`config.mk`:
```
export PLATFORM = sky130hd
export DESIGN_NAME = sgi_queue
export DESIGN_NICKNAME = d
export VERILOG_FILES = /design/src/hdl/sgi_pkg.sv /design/src/hdl/sgi_queue.sv
export SDC_FILE = /design/constraint.sdc
export NUM_CORES = 1
export LEC_CHECK = 0
export ABC_AREA = 1
export BUFFER_PORTS_ARGS = -buffer_cell sky130_fd_sc_hd__buf_4
export CAP_MARGIN = 0
export CELL_PAD_IN_SITES_DETAIL_PLACEMENT = 0
export CELL_PAD_IN_SITES_GLOBAL_PLACEMENT = 2
export CORE_MARGIN = 2
export CORE_UTILIZATION = 37
export DETAILED_ROUTE_END_ITERATION = 6
export HOLD_SLACK_MARGIN = 0.02
export PLACE_DENSITY_LB_ADDON = 0.05
export SLEW_MARGIN = 20
export SYNTH_ARGS = -nofsm -noshare
export SYNTH_HDL_FRONTEND = slang
export SYNTH_SLANG_ARGS = --single-unit
```
`constraint.sdc`:
```
create_clock -name clk_i -period 21.1 [get_ports clk_i]
set_input_delay 5.275 -clock clk_i [delete_from_list [all_inputs] [get_ports clk_i]]
set_output_delay 5.275 -clock clk_i [all_outputs]
set_load 0.03 [all_outputs]
```
`src/hdl/sgi_pkg.sv`:
```
// Shared types and constants for the spectral gain interpolator.
// No dependencies; imported by every module of the block.
package sgi_pkg;

  // Input command codes
  localparam logic [1:0] CMD_CLEAR  = 2'd0;
  localparam logic [1:0] CMD_APPEND = 2'd1;
  localparam logic [1:0] CMD_BIN    = 2'd2;

  // Result status codes
  localparam logic [2:0] ST_BIN_DONE  = 3'd0;
  localparam logic [2:0] ST_STORED    = 3'd1;
  localparam logic [2:0] ST_DROPPED   = 3'd2;
  localparam logic [2:0] ST_CLEARED   = 3'd3;
  localparam logic [2:0] ST_SATURATED = 3'd4;

  // Unity gain in signed Q16.16
  localparam logic signed [31:0] GAIN_ONE = 32'sd65536;

  // Width of bin frequency (16-bit index times Q16.16 step)
  localparam int unsigned FREQ_W = 48;

  // Operation decided by the front end
  typedef enum logic [2:0] {
    OP_CLEAR  = 3'd0,
    OP_APPEND = 3'd1,
    OP_PASS   = 3'd2,
    OP_BIN    = 3'd3,
    OP_NOP    = 3'd4
  } op_e;

  // Classified transaction handed from front to back
  typedef struct packed {
    op_e                op;
    logic [FREQ_W-1:0]  freq;
    logic signed [31:0] re;
    logic signed [31:0] im;
    logic [31:0]        pfreq;
    logic signed [31:0] pgain;
  } item_t;

endpackage

```
`src/hdl/sgi_queue.sv`:
```
// Two-entry queue decoupling front end and back end.
// Depends on sgi_pkg.
module sgi_queue (
  input  logic           clk_i,
  input  logic           rst_ni,
  input  logic           push_valid_i,
  output logic           push_ready_o,
  input  sgi_pkg::item_t push_item_i,
  output logic           pop_valid_o,
  input  logic           pop_i,
  output sgi_pkg::item_t pop_item_o
);
  import sgi_pkg::*;

  item_t      slot_q [2];
  logic       wr_ptr_q, rd_ptr_q;
  logic [1:0] fill_q;
  logic       push, pop;

  assign push_ready_o = (fill_q != 2'd2);
  assign pop_valid_o  = (fill_q != 2'd0);
  assign push         = push_valid_i && push_ready_o;
  assign pop          = pop_i && pop_valid_o;
  assign pop_item_o   = slot_q[rd_ptr_q];

  // Pointers and fill level
  always_ff @(posedge clk_i or negedge rst_ni) begin
    if (!rst_ni) begin
      wr_ptr_q <= 1'b0;
      rd_ptr_q <= 1'b0;
      fill_q   <= 2'd0;
    end else begin
      if (push) wr_ptr_q <= !wr_ptr_q;
      if (pop)  rd_ptr_q <= !rd_ptr_q;
      if (push && !pop)      fill_q <= fill_q + 2'd1;
      else if (pop && !push) fill_q <= fill_q - 2'd1;
    end
  end

  always_ff @(posedge clk_i) begin
    if (push) slot_q[wr_ptr_q] <= push_item_i;
  end

endmodule

```
**Yosys cells after proc, flatten, opt, wreduce, memory -nomap -nowiden**

Memories as Yosys holds them, arrays and structs flattened.
Index checks and enable logic that the tools add are counted.

- Equal/unequal tests: 1
- Reductions and logical operators: 10
- Muxes and demuxes: 4
- Add/subtract/negate cells: 2

Operators by type and width:

| kind | number |
|---|---|
| $logic_and 1x1->1 | 4 |
| $logic_not 1->1 | 4 |
| $mux 2 | 2 |
| $reduce_bool 2->1 | 2 |
| $add 2x1->2 const B | 1 |
| $mux 1 | 2 |
| $ne 2x2->1 const B | 1 |
| $sub 2x1->2 const B | 1 |

- Word-level logic and storage cells: 21
- Output and inout bits: 181
- Memory bits (writable): 358
- Memories: 1
- Register bits: 4

Memories:

| name | depth | width | rd ports | clocked after Yosys merged registers in | wr ports | line | text |
|---|---|---|---|---|---|---|---|
| slot_q | 2 | 179 | 1 | 0 | 1 | sgi_queue.sv:15 | `item_t slot_q [2];` |

**Depth between registers and ports, before layout**

- Depth after elaboration: 6
- Gate-level depth with buffers: 10
- Gate-level depth less buffers: 10

**Least setup slack after synthesis**

Ideal clock, no wire load.

- Kind: input to register
- Start: input push_valid_i
- End: memory slot_q[0][0] in the netlist's numbering, enable pin
- Path buffers: 0
- Setup time: 0.722 ns
- Path slack: 7.557 ns
- Stages: 2
- Arrival time: 12.821 ns
- Required time: 20.378 ns
- Cells stage by stage: nand2_1 -> nor2_1

- Longest elaborated chain between the ends: 3

Ends and longest elaborated chain:

| what | line | text |
|---|---|---|
| start: declaration | sgi_queue.sv:6 | `input logic push_valid_i,` |
| $logic_and 1x1->1 | sgi_queue.sv:22 | `assign push = push_valid_i && push_ready_o;` |
| $mux 1 | sgi_queue.sv:41 | `if (push) slot_q[wr_ptr_q] <= push_item_i;` |
| $mux 1 (implied by the code) | sgi_queue.sv:41 |  |
| end: declaration | sgi_queue.sv:15 |  |

No other way between the ends.

==> run metrics <==
status=completed; CP Capture Type=output pin; Final Max Slew Viols=0; synth-to-layout area growth=32.7%; initial antenna violation count=7; Hold Vio Cnt, Final=0; gr usage total=0.163; Cells on Worst Hold Path=2; sequence of cells on the critical path=inv_6 -> buf_6 -> nand2_1 -> nand2_1 -> buf_4; largest net degree at the start of global routing=95; Reg2Reg Depth=6; total wire length=31500 µm; IO Count=364; final period utilization=0.393; die area=37300 µm²; DP Area=16400 µm²; Vias/cell=4.47; hold wc startpoint=fill_q[1]; Die Height=193 µm; postcts setup bufs=0; Placed Cells=1757; largest cells by area after synthesis=edfxtp_1 81%, nand2_1 15%, buf_6 0.93%; sequential cell area fraction in the yosys report=0.819; register bit count reported by yosys=362; HPWL Detailed=19600 µm; Synth Flop Type=edfxtp_1; post-route ant nets=0; Avg Inst Size Synth=13.8 µm²; Worst-Skew Late Latency=0.51 ns; global-route wire length before repair=46700 µm; startpoint types=flip-flop; Residual DRC=0; Post-Synthesis Cells=963; post-synth top area cell=edfxtp_1; CTS H-tree depth=2; cell area after synthesis=13300 µm²; reg2reg end=slot_q[1][54]; Critical Setup Path Class=flip-flop to output pin; setup TNS=0 ns; Core Footprint=35400 µm²; Synth Net Count=1147; CTS Hold Bufs=0; clock transition at the registers of the reported paths=0.05 ns; EDFF count, synth=358; Site Rows=69; Initial Utilization=0.374; worst r2r src=fill_q[0]; Hold Crit Class=flip-flop to flip-flop; Design Power=0.00279 W; Yosys top cell area share=0.811; Post-synth ARST share=0.0110; data arrival time of the critical path=3.02 ns; Final #Nets=1522; Worst-Margin Slew=0.981 ns; Reg2Reg Setup Slack=18.14 ns; Setup Viol. Count Final=0; relative slew slack=0.346; TritonRoute pass-1 iters=6; clk buf depth=3; chip width=193 µm; Max-Cap Viols=0; Synth cell types=15; unrepaired setup endpoints after global routing=no; minimum clock period after layout=8.30 ns; vias=8178; crit-path max FO=94; Post-synth top cells=547 x nand2_1, 358 x edfxtp_1, 23 x buf_2; DR iter-0 viols=426; post-cts repair resize count=0; count leader, synth=nand2_1; vias in the first global route=7978; CTS tree=done; Synthesis Warnings=0; share of cells above drive strength 1=0.309; Avg WL per Cell=17.2 µm; # clock sinks=362; WHS Endpoint=fill_q[1]; fmax=0.120 GHz; port bufs=363; maximum VDD drop=0.0000914 V; Layout Cells excl Fill=1831; final RePlAce weighted congestion=0.708; Crit path max-delay family=buffers and inverters; P per Cell Area=159 nW/µm²; CP max stage delay=0.69 ns; crit path buf inv count=3; Critical-path top delay cell=dfrtp_4; total gr overflow=0; clk root buf=clkbuf_16; Inserted Clock Buffers=39; WP data required=15.83 ns; Pleak=7.42 nW; Worst path most repeated cell=nand2_1; Clock Skew=0.00840 ns; post-route cell area=17600 µm²; Hold Worst Slack=0.512 ns
## layout by cell type, fill, tap and decap left out, types with 2 or more instances in the layout
cell / Yosys / routed
buf_4: 2 / 371
edfxtp_1: 358 / 358
clkbuf_16: 0 / 41
clkinv_2: 0 / 3
nor2_4: 0 / 2
clkinv_1: 0 / 10
nand2_1: 547 / 547
dfrtp_1: 4 / 3
nand3_1: 2 / 2
inv_1: 6 / 6
clkbuf_1: 3 / 13
diode_2: 0 / 5
## sequential cells by signal, summed over array words and instances, names as in the netlist
signal	count
slot_q	358
fill_q	2
rd_ptr_q	1
wr_ptr_q	1
## layer usage
layer	up-vias	share of wire	global-route usage
li1	4013	-	-
met1	3848	0.41	0.203
met2	259	0.47	0.260
met3	54	0.089	0.0649
met4	4	0.025	0.0546
met5	-	0.00073	0
## logic make-up after synthesis
group | after synthesis | synth area share
XOR/XNOR | 2 | 0.00132
adder cells (fa/ha/maj) | 1 | 0.000944
buffers and inverters | 46 | 0.0222
flip-flops | 362 | 0.819
AND/OR/NAND/NOR | 552 | 0.157
## worst max-delay path by stage
stage	depth (start not counted)	startpoint	slack, ns	endpoint
6_report	5	rd_ptr_q	12.80	pop_item_o[83]
5_1_grt	5	rd_ptr_q	12.59	pop_item_o[99]
4_1_cts	5	rd_ptr_q	12.44	pop_item_o[42]
3_5_place_dp	5	rd_ptr_q	12.98	pop_item_o[42]
3_3_place_gp	5	rd_ptr_q	12.99	pop_item_o[83]
2_1_floorplan	2	push_valid_i	7.56	slot_q[0][0]
## through the flow
stage | utilization | setup WS, ns
5_1_grt | 0.497 | 12.59
6_report | 0.497 | 12.80
4_1_cts | 0.495 | 12.44
2_1_floorplan | - | 7.56
3_3_place_gp | 0.463 | 12.99
3_5_place_dp | 0.463 | 12.98
## final cells by class
| class | instances | area [µm²] |
|---|---|---|
| timing repair buffer | 373 | 2820 |
| fill | 3194 | 17800 |
| sequential | 362 | 10900 |
| tap | 461 | 577 |
| clock inverter | 14 | 82.6 |
| multi-input combinational | 555 | 2120 |
| antenna | 5 | 12.5 |
| inverter | 7 | 31.3 |
| clock buffer | 54 | 1070 |
## power by group
part | switching, W | internal (W) | total, W
registers | 0.0000459 | 0.000984 | 0.00103
logic | 0.000798 | 0.000340 | 0.00114
clock network | 0.000255 | 0.000366 | 0.000620
## worst min-delay path, delay by kind of cell, from the launching register on
family / cells / cell delay (ns)
flip-flops: 1 / 0.37
AND/OR/NAND/NOR: 2 / 0.11
(Power assumes the default switching activity.)
