[config.mk]
export PLATFORM = sky130hd
export DESIGN_NAME = sgi_front
export DESIGN_NICKNAME = d
export VERILOG_FILES = /design/src/hdl/sgi_pkg.sv /design/src/hdl/sgi_front.sv
export SDC_FILE = /design/constraint.sdc
export NUM_CORES = 1
export LEC_CHECK = 0
export BUFFER_PORTS_ARGS = -buffer_cell sky130_fd_sc_hd__buf_2
export CAP_MARGIN = 0
export CORE_MARGIN = 8
export CORE_UTILIZATION = 40
export DETAILED_ROUTE_END_ITERATION = 8
export HOLD_SLACK_MARGIN = 0.06
export SLEW_MARGIN = 5
export SYNTH_ARGS = -nofsm -noshare
export SYNTH_HDL_FRONTEND = slang
export SYNTH_SLANG_ARGS = --single-unit
[constraint.sdc]
create_clock -name clk_i -period 15.55 [get_ports clk_i]
set_clock_uncertainty 0.05 [all_clocks]
set_input_delay 3.11 -clock clk_i [delete_from_list [all_inputs] [get_ports clk_i]]
set_output_delay 3.11 -clock clk_i [all_outputs]
set_load 0.01 [all_outputs]
[src/hdl/sgi_pkg.sv]
// Shared types and constants for the spectral gain interpolator.
// No dependencies; imported by every module of the block.
package sgi_pkg;

  // Input command codes
  localparam logic [1:0] CMD_CLEAR  = 2'd0;
  localparam logic [1:0] CMD_APPEND = 2'd1;
  localparam logic [1:0] CMD_BIN    = 2'd2;

  // Result status codes
  localparam logic [2:0] ST_BIN_DONE  = 3'd0;
  localparam logic [2:0] ST_STORED    = 3'd1;
  localparam logic [2:0] ST_DROPPED   = 3'd2;
  localparam logic [2:0] ST_CLEARED   = 3'd3;
  localparam logic [2:0] ST_SATURATED = 3'd4;

  // Unity gain in signed Q16.16
  localparam logic signed [31:0] GAIN_ONE = 32'sd65536;

  // Width of bin frequency (16-bit index times Q16.16 step)
  localparam int unsigned FREQ_W = 48;

  // Operation decided by the front end
  typedef enum logic [2:0] {
    OP_CLEAR  = 3'd0,
    OP_APPEND = 3'd1,
    OP_PASS   = 3'd2,
    OP_BIN    = 3'd3,
    OP_NOP    = 3'd4
  } op_e;

  // Classified transaction handed from front to back
  typedef struct packed {
    op_e                op;
    logic [FREQ_W-1:0]  freq;
    logic signed [31:0] re;
    logic signed [31:0] im;
    logic [31:0]        pfreq;
    logic signed [31:0] pgain;
  } item_t;

endpackage

[src/hdl/sgi_front.sv]
// Front end: accepts input transactions, classifies them, computes bin frequency.
// Depends on sgi_pkg.
module sgi_front (
  input  logic                clk_i,
  input  logic                rst_ni,
  input  logic                in_valid_i,
  output logic                in_ready_o,
  input  logic [1:0]          command_i,
  input  logic [15:0]         bin_index_i,
  input  logic signed [31:0]  bin_re_i,
  input  logic signed [31:0]  bin_im_i,
  input  logic [31:0]         point_freq_i,
  input  logic signed [31:0]  point_gain_i,
  input  logic [31:0]         freq_step_i,
  output logic                push_valid_o,
  input  logic                push_ready_i,
  output sgi_pkg::item_t      push_item_o
);
  import sgi_pkg::*;

  logic  valid_q, valid_d;
  item_t item_q, item_d;
  logic  take;
  op_e   op;

  assign in_ready_o   = !valid_q || push_ready_i;
  assign take         = in_valid_i && in_ready_o;
  assign push_valid_o = valid_q;
  assign push_item_o  = item_q;

  // Decode command into an operation
  always_comb begin
    case (command_i)
      CMD_CLEAR:  op = OP_CLEAR;
      CMD_APPEND: op = OP_APPEND;
      CMD_BIN:    op = (bin_index_i == 16'd0) ? OP_PASS : OP_BIN;
      default:    op = OP_NOP;
    endcase
  end

  // Stage register; the one multiply sits here
  always_comb begin
    valid_d = valid_q;
    item_d  = item_q;
    if (take) begin
      valid_d      = 1'b1;
      item_d.op    = op;
      item_d.freq  = FREQ_W'(bin_index_i) * FREQ_W'(freq_step_i);
      item_d.re    = bin_re_i;
      item_d.im    = bin_im_i;
      item_d.pfreq = point_freq_i;
      item_d.pgain = point_gain_i;
    end else if (push_ready_i) begin
      valid_d = 1'b0;
    end
  end

  always_ff @(posedge clk_i or negedge rst_ni) begin
    if (!rst_ni) begin
      valid_q <= 1'b0;
    end else begin
      valid_q <= valid_d;
    end
  end

  always_ff @(posedge clk_i) begin
    item_q <= item_d;
  end

endmodule

; After elaboration in Yosys (flattened, before gate mapping)
; Cells that the tools add are included.
[totals]
regBits = 180
latch_bits = 0
ram_bits = 0
rom_bits = 0
output_inout_bits = 181
mem_count = 0
[op_classes]
addsub = 0
multipliers = 1
n_div = 0
order_cmp = 0
eq_ne = 2
shifts = 0
muxes = 4
bitwise_logic = 0
reduce_logical = 6
[op_table]
columns = cell, count
row1 = multiplier 16 x 32 -> 48 bit, 1
row2 = logical NOT 16 bit, 1
row3 = case mux 3 bit (3 select lines), 1
row4 = 2-to-1 mux 1 bit, 3
row5 = "equality test 2 x 1 -> 1 bit, second input constant", 1
row6 = "equality test 2 bit, second input constant", 1
row7 = logical NOT 2 bit, 1
row8 = nonzero test 2 bit, 1
row9 = logical AND 1 bit, 1
row10 = logical NOT 1 bit, 1
row11 = logical OR 1 bit, 1

; Longest topological paths before layout
; Gate-level depths: netlist of run 1.
[depth]
ltp_word = 4
depth_mapped = 25
ltp_nobuf = 23

; Worst setup path before layout of run 1
; Ideal clock, no wire load.
[synth_timing]
kind = input -> register
from = input bin_index_i[1]
to = register item_q, in the netlist push_item_o[173] (data pin)
setup_time_ps = 266
t_arrival_ps = 8656
required_ps = 15234
slack_ps = 6578
cell_stages = 23
path_cell_list = clkbuf_1 -> nand2_1 -> fa_1 -> inv_1 -> fa_1 -> inv_1 -> fa_1 -> inv_1 -> fa_1 -> fa_1 -> inv_1 -> fa_1 -> inv_1 -> ha_1 -> buf_2 -> a21oi_1 -> o21ai_0 -> or3_1 -> o21ai_2 -> a311oi_4 -> a211oi_4 -> nor3_1 -> or3b_1
[synth_via]
elab_chain_cells = 1
[synth_lines]
columns = element, line
row1 = "start, declared", sgi_front.sv:9  ; input logic [15:0] bin_index_i,
row2 = multiplier 16 x 32 -> 48 bit, sgi_front.sv:48  ; item_d.freq = FREQ_W'(bin_index_i) * FREQ_W'(freq_step_i);
row3 = "end signal, assigned", sgi_front.sv:67  ; item_q <= item_d;
row4 = "end, declared", sgi_front.sv:22  ; item_t item_q, item_d;
; Every way passes these cells.
; A chain may end at the register's enable or synchronous reset.

; Final worst setup path of run 1
; Same ends and word-level chain as after synthesis.

==> results of run 1 <==
[worst min-delay path by stage]
stage / slack [ns] / endpoint / cells past startpoint
after floorplan: 0.57 / push_valid_o / 2
after global placement: 0.50 / push_valid_o / 2
after detailed placement: 0.48 / push_valid_o / 2
after CTS: 0.50 / push_valid_o / 2
after global routing: 0.56 / push_valid_o / 2
final: 0.51 / push_valid_o / 2
[layout make-up]
type,count,area (um^2),area share
diodes,2,5.00,0.000203
clock buffers,17,425,0.0172
clock inverters,15,208,0.00842
inverters,430,1610,0.0654
multi-input cells,1356,14300,0.580
flip-flops and latches,180,5400,0.219
well taps,696,871,0.0353
repair buffers,364,1830,0.0741
[cell usage after synthesis, types with 2 or more instances]
master / number / area (um^2)
a211o_1: 2 / 17.5
a21o_1: 16 / 120
a21o_2: 3 / 26.3
a21oi_1: 51 / 255
a21oi_2: 2 / 17.5
a221oi_1: 2 / 17.5
a31oi_1: 7 / 43.8
a31oi_4: 2 / 42.5
and2_1: 211 / 1320
and3_1: 6 / 37.5
and4_1: 2 / 17.5
buf_2: 3 / 15.0
clkbuf_1: 84 / 315
edfxtp_1: 179 / 5380
fa_1: 418 / 8370
ha_1: 120 / 1500
inv_1: 430 / 1610
nand2_1: 333 / 1250
nand2b_1: 6 / 37.5
nand3_1: 10 / 50.1
nand4_1: 6 / 37.5
nor2_1: 22 / 82.6
nor2_2: 2 / 12.5
nor2b_1: 7 / 43.8
nor3_1: 11 / 55.1
nor4_1: 5 / 31.3
o2111ai_1: 2 / 17.5
o211ai_1: 4 / 30.0
o21ai_0: 15 / 75.1
o21ai_1: 10 / 50.1
o21ai_2: 3 / 26.3
o21bai_1: 8 / 60.1
or3_1: 3 / 18.8
xnor2_1: 27 / 236
xor2_1: 16 / 140
[routing by layer]
metal / vias to the layer above / track usage
li1: 6813 / -
met1: 7980 / 0.249
met2: 502 / 0.358
met3: 114 / 0.0329
met4: 0 / 0.0707
met5: - / 0
[registers in the layout, indices dropped and copies added, names as in the netlist]
signal / flops
push_valid_o: 1
push_item_o: 179
[cell usage in the layout (no fill, tap or decap), types with 6 or more instances in the layout]
master,Yosys,routed
edfxtp_1,179,179
inv_1,430,430
and2_1,211,210
o21bai_1,8,8
clkbuf_16,0,17
fa_1,418,418
nand3_1,10,10
a21o_1,16,16
nand4_1,6,6
xor2_1,16,16
nand2_1,333,333
buf_2,3,362
nor2b_1,7,7
xnor2_1,27,27
a31oi_1,7,7
o21ai_0,15,15
o21ai_1,10,10
nand2b_1,6,6
a21oi_1,51,51
nor3_1,11,11
nor2_1,22,22
and3_1,6,6
ha_1,120,120
[cells by family (layout without fill, tap and decap cells)]
logic type / count (synthesis) / in the layout / share of synthesized area
flip-flops: 180 / 180 / 0.249
AO/OA/AOI/OAI: 139 / 139 / 0.0444
XOR/XNOR: 43 / 43 / 0.0174
buffers and inverters: 520 / 826 / 0.0911
other: 0 / 2 / 0
multiplexers: 1 / 1 / 0.000519
adder cells (fa/ha/maj): 538 / 538 / 0.455
AND/OR/NAND/NOR: 635 / 635 / 0.143
[worst max-delay path, delay by kind of cell]
kind | cells | cell delay [ns]
AO/OA/AOI/OAI | 7 | 1.34
adder cells (fa/ha/maj) | 7 | 3.54
buffers and inverters | 7 | 1.03
AND/OR/NAND/NOR | 2 | 0.54
[stage by stage]
| step | setup WS [ns] | std cells | area [um^2] |
|---|---|---|---|
| after detailed placement | 5.65 | 3026 | 24000 |
| after floorplan | 6.58 | 2056 | 21700 |
| after CTS | 6.11 | 3058 | 24700 |
| after global placement | 5.71 | 3026 | 24000 |
| final | 6.07 | 3060 | 24700 |
| after global routing | 5.75 | 3060 | 24700 |
==> summary.txt, run 1 <==
Floorplan
  • Die W: roughly 250 um
  • # rows: 85
  • Core Region: 53700 um^2
  • Die height: about 250 um
  • Initial Util: 0.404
  • Full die area: about 62000 um^2
  • IO Count: ~360

Worst setup path
  • Largest stage delay, worst path: 0.62 ns
  • Reg-to-reg slack, setup: 13.27 ns
  • Critical path startpoint: bin_index_i[1]
  • Worst-path cell chain: buf_2 -> nand2_1 -> fa_1 -> inv_1 -> fa_1 -> inv_1 -> fa_1 -> inv_1 -> fa_1 -> fa_1 -> inv_1 -> fa_1 -> inv_1 -> ha_1 -> a21oi_1 -> o21ai_0 -> inv_1 -> a21oi_4 -> o21ai_2 -> a311oi_4 -> a211oi_4 -> o2111ai_1 -> or3b_1
  • CP endpoint kind: register
  • Worst Setup Start Kind: primary input
  • CP Max Fanout: 33
  • WP data required: around 16 ns
  • Worst EP arrival: 9.61 ns
  • R2R cell count: 3
  • CP Class: primary input to register
  • Worst setup path end: push_item_o[173]
  • Reg2Reg Capture Point: push_item_o[63]
  • Slowest cell on crit path: buf_2
  • Reg-to-reg critical path startpoint: push_valid_o

Synth
  • Ys flop type: edfxtp_1
  • Cells after Synth: 2056
  • Yosys warning count: 0
  • Synthesized area per cell: approximately 11 um^2
  • Asr flop ratio synth: 0.00556
  • Yosys reg bits: 180
  • Netlist cell types: 63
  • Syn Std Cell Area: 21700 um^2
  • Sequential fraction of the synthesis area: 0.249
  • Syn_nets: 2776
  • EDFF count, synth: 179

Timing
  • Slew Viols, Final: 0
  • Setup repair after global routing missed its margin: false
  • Crit share post-route: 0.610
  • Final hold viol count: 0
  • Rel. slew slack: 0.389
  • Hold slack: 0.507 ns
  • Final setup vio count: 0
  • Worst-Margin Slew: 0.916 ns
  • Post-route minimum period: 9.48 ns
  • Sum of negative setup slack: 0 ns
  • Max frequency: 0.105 GHz

Job
  • Max-cap violations: 0

Clock network
  • Total setup buffers inserted after CTS: 0
  • CTS clk-pin slew, worst paths: 0.08 ns
  • CTS H-Tree Depth: 4
  • Clk_lat worst skew: 0.43 ns
  • CTS tree: built
  • Inserted Clock Buffers: 17
  • CTS Hold Bufs: 0
  • Max Buffers Root-to-Sink: 2
  • Clk sinks: 180
  • Clk Tree Root Cell: clkbuf_16
  • Post-cts resize count: 0

Placement
  • Gpl congestion: 0.869
  • Port Buffers: 362
  • Dpl hpwl: 48.9 mm

Global routing
  • First-pass GRT wire length: 97.8 mm
  • GRT overflow: 0
  • Initial antenna violation count: 2
  • Largest net degree at the start of global routing: 72
  • Vias in the first global route: between 15000 and 20000
  • Gr usage total: 0.202

Finish
  • Filler instances: 5013
  • Util after Layout: 0.459
  • Final nets: approximately 3100
  • Area Growth Syn to Fin: 13.7%
  • Layout cells sized above 1: 0.180

Detailed routing
  • Drc violations: 0
  • DRT iter0 DRCs: between 800 and 900
  • Top routing layer in use: met4
  • Met2 wire len: 32.4 mm
  • Vias per cell: 5.04
  • DR WL/cell: between 20 and 25 um
  • WL met3: 3.50 mm
  • Met1 Wirelength: 24.5 mm
  • Antenna viol nets, final: 0
  • Total number of vias: 15409
  • Routed wire length: 62.5 mm
  • First drt pass iteration count: 5

Hold path
  • Hold path start: push_valid_o
  • Hold Path Class: register to register

Status
  • Status: finished clean
Power of run 1 is not shown: default switching activity piles up to over one toggle a cycle in this logic, so the estimate is an artifact.
==> run 2, diff against run 1 <==
ABC_AREA = 1   (was default)
clock period = 8.1 ns   (was 15.55 ns; I/O delays follow)
==> run 2 against run 1 <==
  * Worst setup slack lost 5.1 ns
  * Design area increased by 6.6%
  * Final cell count grew 23%
  * Non-clock buffer count increased by 9
  * Synthesized cell count is 33% higher
  * Area after synthesis grew 7.0%
  * Via count increased by 14%
  * Global-route usage increased by 0.53 points
  * Sequential share of layout area down 1.3 points
  * Largest cell class unchanged
==> summary.txt, run 2 <==
Worst setup path
  • CP endpoint kind: register (unchanged)
  • WP data required: 8.26 ns (was 15.68 ns)
  • Worst EP arrival: 7.28 ns (was 9.61 ns)
  • Delay-heaviest family, CP: adder cells (unchanged)
  • Worst-path cell chain: buf_2 -> buf_4 -> nand2_1 -> inv_1 -> fa_1 -> inv_1 -> fa_1 -> fa_1 -> inv_1 -> fa_1 -> fa_1 -> inv_1 -> fa_1 -> inv_1 -> ha_1 -> nand2_1 -> nor2_2 -> nand2_1 -> inv_1 -> nand2_1 -> nand3_1 -> xor2_1 (was buf_2 -> nand2_1 -> fa_1 -> inv_1 -> fa_1 -> inv_1 -> fa_1 -> inv_1 -> fa_1 -> fa_1 -> inv_1 -> fa_1 -> inv_1 -> ha_1 -> a21oi_1 -> o21ai_0 -> inv_1 -> a21oi_4 -> o21ai_2 -> a311oi_4 -> a211oi_4 -> o2111ai_1 -> or3b_1)
  • CP Class: primary input to register (unchanged)
  • Buffers & Inverters on Critical Path: 8 (was 7)
  • Slowest cell on crit path: fa_1 (was buf_2)
  • Worst Setup Start Kind: primary input (unchanged)
  • Largest stage delay, worst path: 0.52 ns (was 0.62 ns)
  • CP Max Fanout: 25 (was 33)

Floorplan
  • Die W: 257 um (was 249 um)
  • # rows: 88 (was 85)
  • Die height: 257 um (was 249 um)
  • Initial Util: 0.403 (was 0.404)
  • Full die area: 66000 um^2 (was 61900 um^2)
  • IO Count: 363 (unchanged)
  • Core Region: 57600 um^2 (was 53700 um^2)

Timing
  • Setup repair after global routing missed its margin: false (unchanged)
  • Slew Viols, Final: 0 (unchanged)
  • Final hold viol count: 0 (unchanged)
  • Crit share post-route: 0.880
  • Worst-Margin Slew: 1.01 ns (was 0.916 ns)
  • Post-route minimum period: 7.13 ns
  • Max frequency: 0.140 GHz
  • Hold slack: 0.536 ns (was 0.507 ns)
  • Final setup vio count: 0 (unchanged)
  • Sum of negative setup slack: 0 ns (unchanged)
  • PnR worst setup slack: 0.970 ns (was 6.07 ns)
  • Rel. slew slack: 0.324 (was 0.389)

Synth
  • Count leader, synth: nand2_1 (was inv_1)
  • EDFF count, synth: 179 (unchanged)
  • Share of the synthesized area in the top cell type: 0.361 (was 0.386)
  • Largest cells by area after synthesis: fa_1 36%, edfxtp_1 23%, nand2_1 14% (was fa_1 39%, edfxtp_1 25%, inv_1 7.4%)
  • Netlist cell types: 27 (was 63)
  • Synthesized area per cell: 8.49 um^2 (was 10.6 um^2)
  • Sequential fraction of the synthesis area: 0.233 (was 0.249)
  • Yosys warning count: 0 (unchanged)
  • Syn Std Cell Area: 23200 um^2 (was 21700 um^2)
  • Syn_nets: 3452 (was 2776)
  • Yosys reg bits: 180 (unchanged)
  • Cell taking the most area after synthesis: fa_1 (unchanged)
  • Asr flop ratio synth: 0.00556 (unchanged)
  • Most instantiated cells after synthesis: 868 x nand2_1, 809 x inv_1, 418 x fa_1 (was 430 x inv_1, 418 x fa_1, 333 x nand2_1)
  • Ys flop type: edfxtp_1 (unchanged)
  • Cells after Synth: 2732 (was 2056)

Placement
  • Port Buffers: 362 (unchanged)
  • Worst slack, placed: 0.583 ns (was 5.65 ns)
  • Area after DPL: 25600 um^2 (was 24000 um^2)
  • Dpl hpwl: 54.3 mm (was 48.9 mm)
  • Gpl congestion: 0.877 (was 0.869)

Global routing
  • First-pass GRT wire length: 107 mm (was 97.8 mm)
  • Grt peak-use layer: met2 (unchanged)
  • Met2 usage in global routing: 0.377 (was 0.358)
  • Vias in the first global route: 18923 (was 16908)
  • GRT overflow: 0 (unchanged)
  • Gr usage total: 0.208 (was 0.202)
  • GRT met3 Usage: 0.0266 (was 0.0329)
  • M1 GR Usage: 0.253 (was 0.249)
  • Largest net degree at the start of global routing: 174 (was 72)
  • Initial antenna violation count: 2 (unchanged)

Detailed routing
  • Drc violations: 0 (unchanged)
  • Vias per cell: 4.65 (was 5.04)
  • First drt pass iteration count: 5 (unchanged)
  • DR WL/cell: 17.7 um (was 20.4 um)
  • Antenna viol nets, final: 0 (unchanged)
  • DRT iter0 DRCs: 1100 (was 875)
  • Total number of vias: 17554 (was 15409)
  • Routed wire length: 66.9 mm (was 62.5 mm)

Clock network
  • Clk Tree Root Cell: clkbuf_16 (unchanged)
  • CTS tree: built (unchanged)
  • Post-cts resize count: 0 (unchanged)
  • CTS Hold Bufs: 0 (unchanged)
  • CTS clk-pin slew, worst paths: 0.07 ns (was 0.08 ns)
  • CTS H-Tree Depth: 4 (unchanged)
  • Clk sinks: 180 (unchanged)
  • Max Buffers Root-to-Sink: 2 (unchanged)
  • Inserted Clock Buffers: 17 (unchanged)
  • Total setup buffers inserted after CTS: 0 (unchanged)
  • Clk_lat worst skew: 0.43 ns (about the same)

Finish
  • Final nets: 3716 (was 3069)
  • Post-route cell area: 26300 um^2 (was 24700 um^2)
  • Max reg flops: 179 (unchanged)
  • Filler instances: 5698 (was 5013)
  • Commonest non-fill, non-tap cell in the layout: nand2_1 (was inv_1)
  • Area Growth Syn to Fin: 13.3% (was 13.7%)
  • Most frequent cells in the layout: 868 x nand2_1, 809 x inv_1, 418 x fa_1, 362 x buf_2, 179 x edfxtp_1 (was 430 x inv_1, 418 x fa_1, 362 x buf_2, 333 x nand2_1, 210 x and2_1)
  • Layout cells sized above 1: 0.143 (was 0.180)

Job
  • Max-cap violations: 0 (unchanged)

Hold path
  • Hold Path Class: register to register (unchanged)

Status
  • Status: finished clean (unchanged)
run 2: cell types whose count changed after synthesis, moves of 10 or more:
cell      change
a21o_1       -15
a21oi_1      -21
and2_1      -210
clkbuf_1     +44
inv_1       +379
nand2_1     +535
nand3_1      +25
nor2_1       +44
o21ai_0      -14
o21ai_1      -10
xnor2_1      -21
run 2: routing by layer:
| metal | up-vias | part of all wire |
|---|---|---|
| met5 | - | 0 |
| met1 | 8642 | 0.39 |
| li1 | 8238 | - |
| met3 | 120 | 0.052 |
| met4 | 0 | 0.031 |
| met2 | 554 | 0.52 |
run 2: cell families after synthesis:
logic type / after synthesis / share of synthesized area
xor+xnor: 28 / 0.0106
simple gates: 1007 / 0.170
flops: 180 / 0.233
fa+ha+maj: 538 / 0.425
buf+inv: 938 / 0.152
compound gates: 41 / 0.00970
run 2: per-stage QoR:
stage,cells,util
finish,3776,0.457
global route,3775,0.456
CTS,3774,0.456
detailed placement,3742,0.445
global placement,3742,0.445
floorplan,2732,-
run 2: area by class of cell:
type,count,area [um^2],share of cell area
Timing Repair Buffer,373,1910,0.0725
Clock buffer,17,425,0.0162
Inverter,810,3040,0.116
Multi-Input combinational cell,1614,14300,0.544
Sequential cell,180,5400,0.205
Clock inverter,15,256,0.00976
Tap cell,765,957,0.0364
Antenna cell,2,5.00,0.000190
run 2: path summary, 6_finish.rpt:
kind                       depth (start not counted)  slack (ns)               end           start
max                                               22        0.97  push_item_o[151]  bin_index_i[5]
min                                                2        0.54      push_valid_o    push_valid_o
max reg2reg                                        2        6.06  push_item_o[134]    push_valid_o
min reg2reg                                        2        0.54      push_valid_o    push_valid_o
max in group asynchronous                          1        7.02      push_valid_o          rst_ni
min in group asynchronous                          1        0.90      push_valid_o          rst_ni
run 2: worst register-to-register path, cell delays in order (launching register included):
cell and delay, ns:
dfrtp_1 0.42, a21oi_4 0.31, buf_12 0.64
Power of run 2 is left out for the same reason.
==> run 3, diff against run 2 <==
CORE_UTILIZATION = 54   (was 40)
PLACE_DENSITY = 0.8   (was default)
==> run 3 against run 2 <==
  * Critical path depth is 2 higher
  * Sequential share of layout area is 0.32 points higher
  * Design area is 1.5% lower
  * Die area is 24% lower
  * Via count is 5.8% higher
  * Final cell count is 6.0% lower
  * Sequential cell count stayed put
  * Maximum frequency is 0.62% lower
  * Register-to-register slack worse by 0.43 ns
  * Global-route usage is 6.9 points higher
  * Critical path type unchanged
  * Critical endpoint is now push_item_o[170]
  * Largest cell class unchanged
==> summary.txt, run 3 (same netlist as run 2, synthesis figures left out) <==
Status
  • Status: finished clean (unchanged)

Timing
  • Setup repair after global routing missed its margin: false (unchanged)
  • Hold slack: 0.630 ns (was 0.536 ns)
  • Crit share post-route: 0.886 (was 0.880)
  • Post-route minimum period: 7.17 ns (was 7.13 ns)
  • Final setup vio count: 0 (unchanged)
  • Slew Viols, Final: 0 (unchanged)
  • Worst-Margin Slew: 1.15 ns (was 1.01 ns)
  • Final hold viol count: 0 (unchanged)
  • Sum of negative setup slack: 0 ns (unchanged)
  • Max frequency: 0.139 GHz (was 0.140 GHz)
  • Rel. slew slack: 0.230 (was 0.324)

Global routing
  • Vias in the first global route: 20330 (was 18923)
  • First-pass GRT wire length: 108 mm (was 107 mm)
  • Largest net degree at the start of global routing: 86 (was 174)
  • GRT overflow: 0 (unchanged)
  • Gr usage total: 0.277 (was 0.208)
  • Initial antenna violation count: 4 (was 2)

Worst setup path
  • Largest stage delay, worst path: 0.69 ns (was 0.52 ns)
  • CP Max Fanout: 33 (was 25)
  • WP data required: 8.23 ns (was 8.26 ns)
  • CP Class: primary input to register (unchanged)
  • CP endpoint kind: register (unchanged)
  • Worst EP arrival: 7.31 ns (was 7.28 ns)
  • Buffers & Inverters on Critical Path: 8 (unchanged)
  • Slowest cell on crit path: buf_2 (was fa_1)
  • Worst-path cell chain: buf_2 -> nand2_1 -> fa_1 -> inv_1 -> fa_1 -> inv_1 -> fa_1 -> inv_1 -> fa_1 -> fa_1 -> inv_1 -> fa_1 -> inv_1 -> ha_1 -> nand2_1 -> inv_1 -> nand2_1 -> inv_1 -> a21oi_1 -> nor2_1 -> nor2_1 -> nand2_1 -> nand2_1 -> nand2_1 (was buf_2 -> buf_4 -> nand2_1 -> inv_1 -> fa_1 -> inv_1 -> fa_1 -> fa_1 -> inv_1 -> fa_1 -> fa_1 -> inv_1 -> fa_1 -> inv_1 -> ha_1 -> nand2_1 -> nor2_2 -> nand2_1 -> inv_1 -> nand2_1 -> nand3_1 -> xor2_1)
  • Delay-heaviest family, CP: adder cells (unchanged)
  • R2R cell count: 2 (unchanged)
  • Worst path depth: 24 (was 22)
  • Worst Setup Start Kind: primary input (unchanged)
  • Cell mode on critical path: inv_1

Detailed routing
  • Total number of vias: 18578 (was 17554)
  • Drc violations: 0 (unchanged)
  • First drt pass iteration count: 6 (was 5)
  • Routed wire length: 67.6 mm (was 66.9 mm)
  • Vias per cell: 5.23 (was 4.65)
  • Antenna viol nets, final: 0 (unchanged)
  • DRT iter0 DRCs: 1625 (was 1100)
  • DR WL/cell: 19.1 um (was 17.7 um)

Placement
  • Port Buffers: 362 (unchanged)
  • Gpl congestion: 0.961 (was 0.877)
  • Dpl hpwl: 53.4 mm (was 54.3 mm)

Floorplan
  • # rows: 76 (was 88)
  • IO Count: 363 (unchanged)
  • Core Region: 42800 um^2 (was 57600 um^2)
  • Full die area: 49900 um^2 (was 66000 um^2)
  • Die W: 223 um (was 257 um)
  • Die height: 223 um (was 257 um)
  • Initial Util: 0.542 (was 0.403)

Finish
  • Commonest non-fill, non-tap cell in the layout: nand2_1 (unchanged)
  • Area Growth Syn to Fin: 11.5% (was 13.3%)
  • Layout cells sized above 1: 0.141 (was 0.143)
  • Most frequent cells in the layout: 868 x nand2_1, 809 x inv_1, 418 x fa_1, 362 x buf_2, 179 x edfxtp_1 (unchanged)
  • Filler instances: 3630 (was 5698)
  • Max reg flops: 179 (unchanged)
  • Final nets: 3708 (was 3716)

Clock network
  • Inserted Clock Buffers: 17 (unchanged)
  • CTS tree: built (unchanged)
  • CTS H-Tree Depth: 4 (unchanged)
  • Total setup buffers inserted after CTS: 0 (unchanged)
  • Clk_lat worst skew: 0.44 ns (was 0.43 ns)
  • Clk sinks: 180 (unchanged)
  • Max Buffers Root-to-Sink: 2 (unchanged)
  • Clk Tree Root Cell: clkbuf_16 (unchanged)
  • Post-cts resize count: 0 (unchanged)
  • CTS clk-pin slew, worst paths: 0.09 ns (was 0.07 ns)
  • CTS Hold Bufs: 0 (unchanged)

Job
  • Max-cap violations: 0 (unchanged)

Hold path
  • Hold Path Class: register to register (unchanged)
  • WHS Path Cells: 2 (unchanged)
## run 3: cell count changes in the layout (fill, tap and decap cells not counted), moves of 2 or more
cell       previous run  this run
bufinv_16             4         0
inv_12                0         3
clkinv_4              0         3
buf_4                10         3
inv_8                 4         1
clkinv_8              4         6
## run 3: final cells by class
type,count,area (um^2),area share
multi-input cells,1614,14300,0.552
flip-flops and latches,180,5400,0.209
inverters,810,3040,0.117
repair buffers,365,1830,0.0709
well taps,546,683,0.0264
clock buffers,17,425,0.0164
clock inverters,15,201,0.00778
diodes,2,5.00,0.000193
## run 3: worst min-delay path, stage by stage (launching register included)
cell and delay [ns]:
dfrtp_1 0.44, nand2_1 0.14, nand2_1 0.08
## run 3: stage by stage
| step | cells | worst slack, ns | util | area, um^2 |
|---|---|---|---|---|
| 2_1_floorplan | 2732 | 0.707 | - | 23200 |
| 5_1_grt | 3549 | 0.643 | 0.605 | 25900 |
| 3_3_place_gp | 3515 | 0.620 | 0.590 | 25300 |
| 3_5_place_dp | 3515 | 0.553 | 0.590 | 25300 |
| 6_report | 3549 | 0.926 | 0.605 | 25900 |
| 4_1_cts | 3547 | 0.998 | 0.605 | 25900 |
## run 3: final timing paths
path / endpoint / from / slack, ns
setup / recovery: push_item_o[170] / bin_index_i[4] / 0.93
hold / removal: push_valid_o / push_valid_o / 0.63
setup reg to reg: push_item_o[171] / push_valid_o / 5.63
hold reg to reg: push_valid_o / push_valid_o / 0.63
max in group asynchronous: push_valid_o / rst_ni / 7.03
min in group asynchronous: push_valid_o / rst_ni / 0.89
## run 3: routing by layer
| layer | vias up | track usage | wire length (um) |
|---|---|---|---|
| met3 | 237 | 0.0607 | 6260 |
| li1 | 8225 | - | - |
| met2 | 984 | 0.478 | 33800 |
| met5 | - | 0 | 14 |
| met4 | 2 | 0.120 | 2850 |
| met1 | 9130 | 0.331 | 24700 |
Power of run 3 is left out for the same reason.
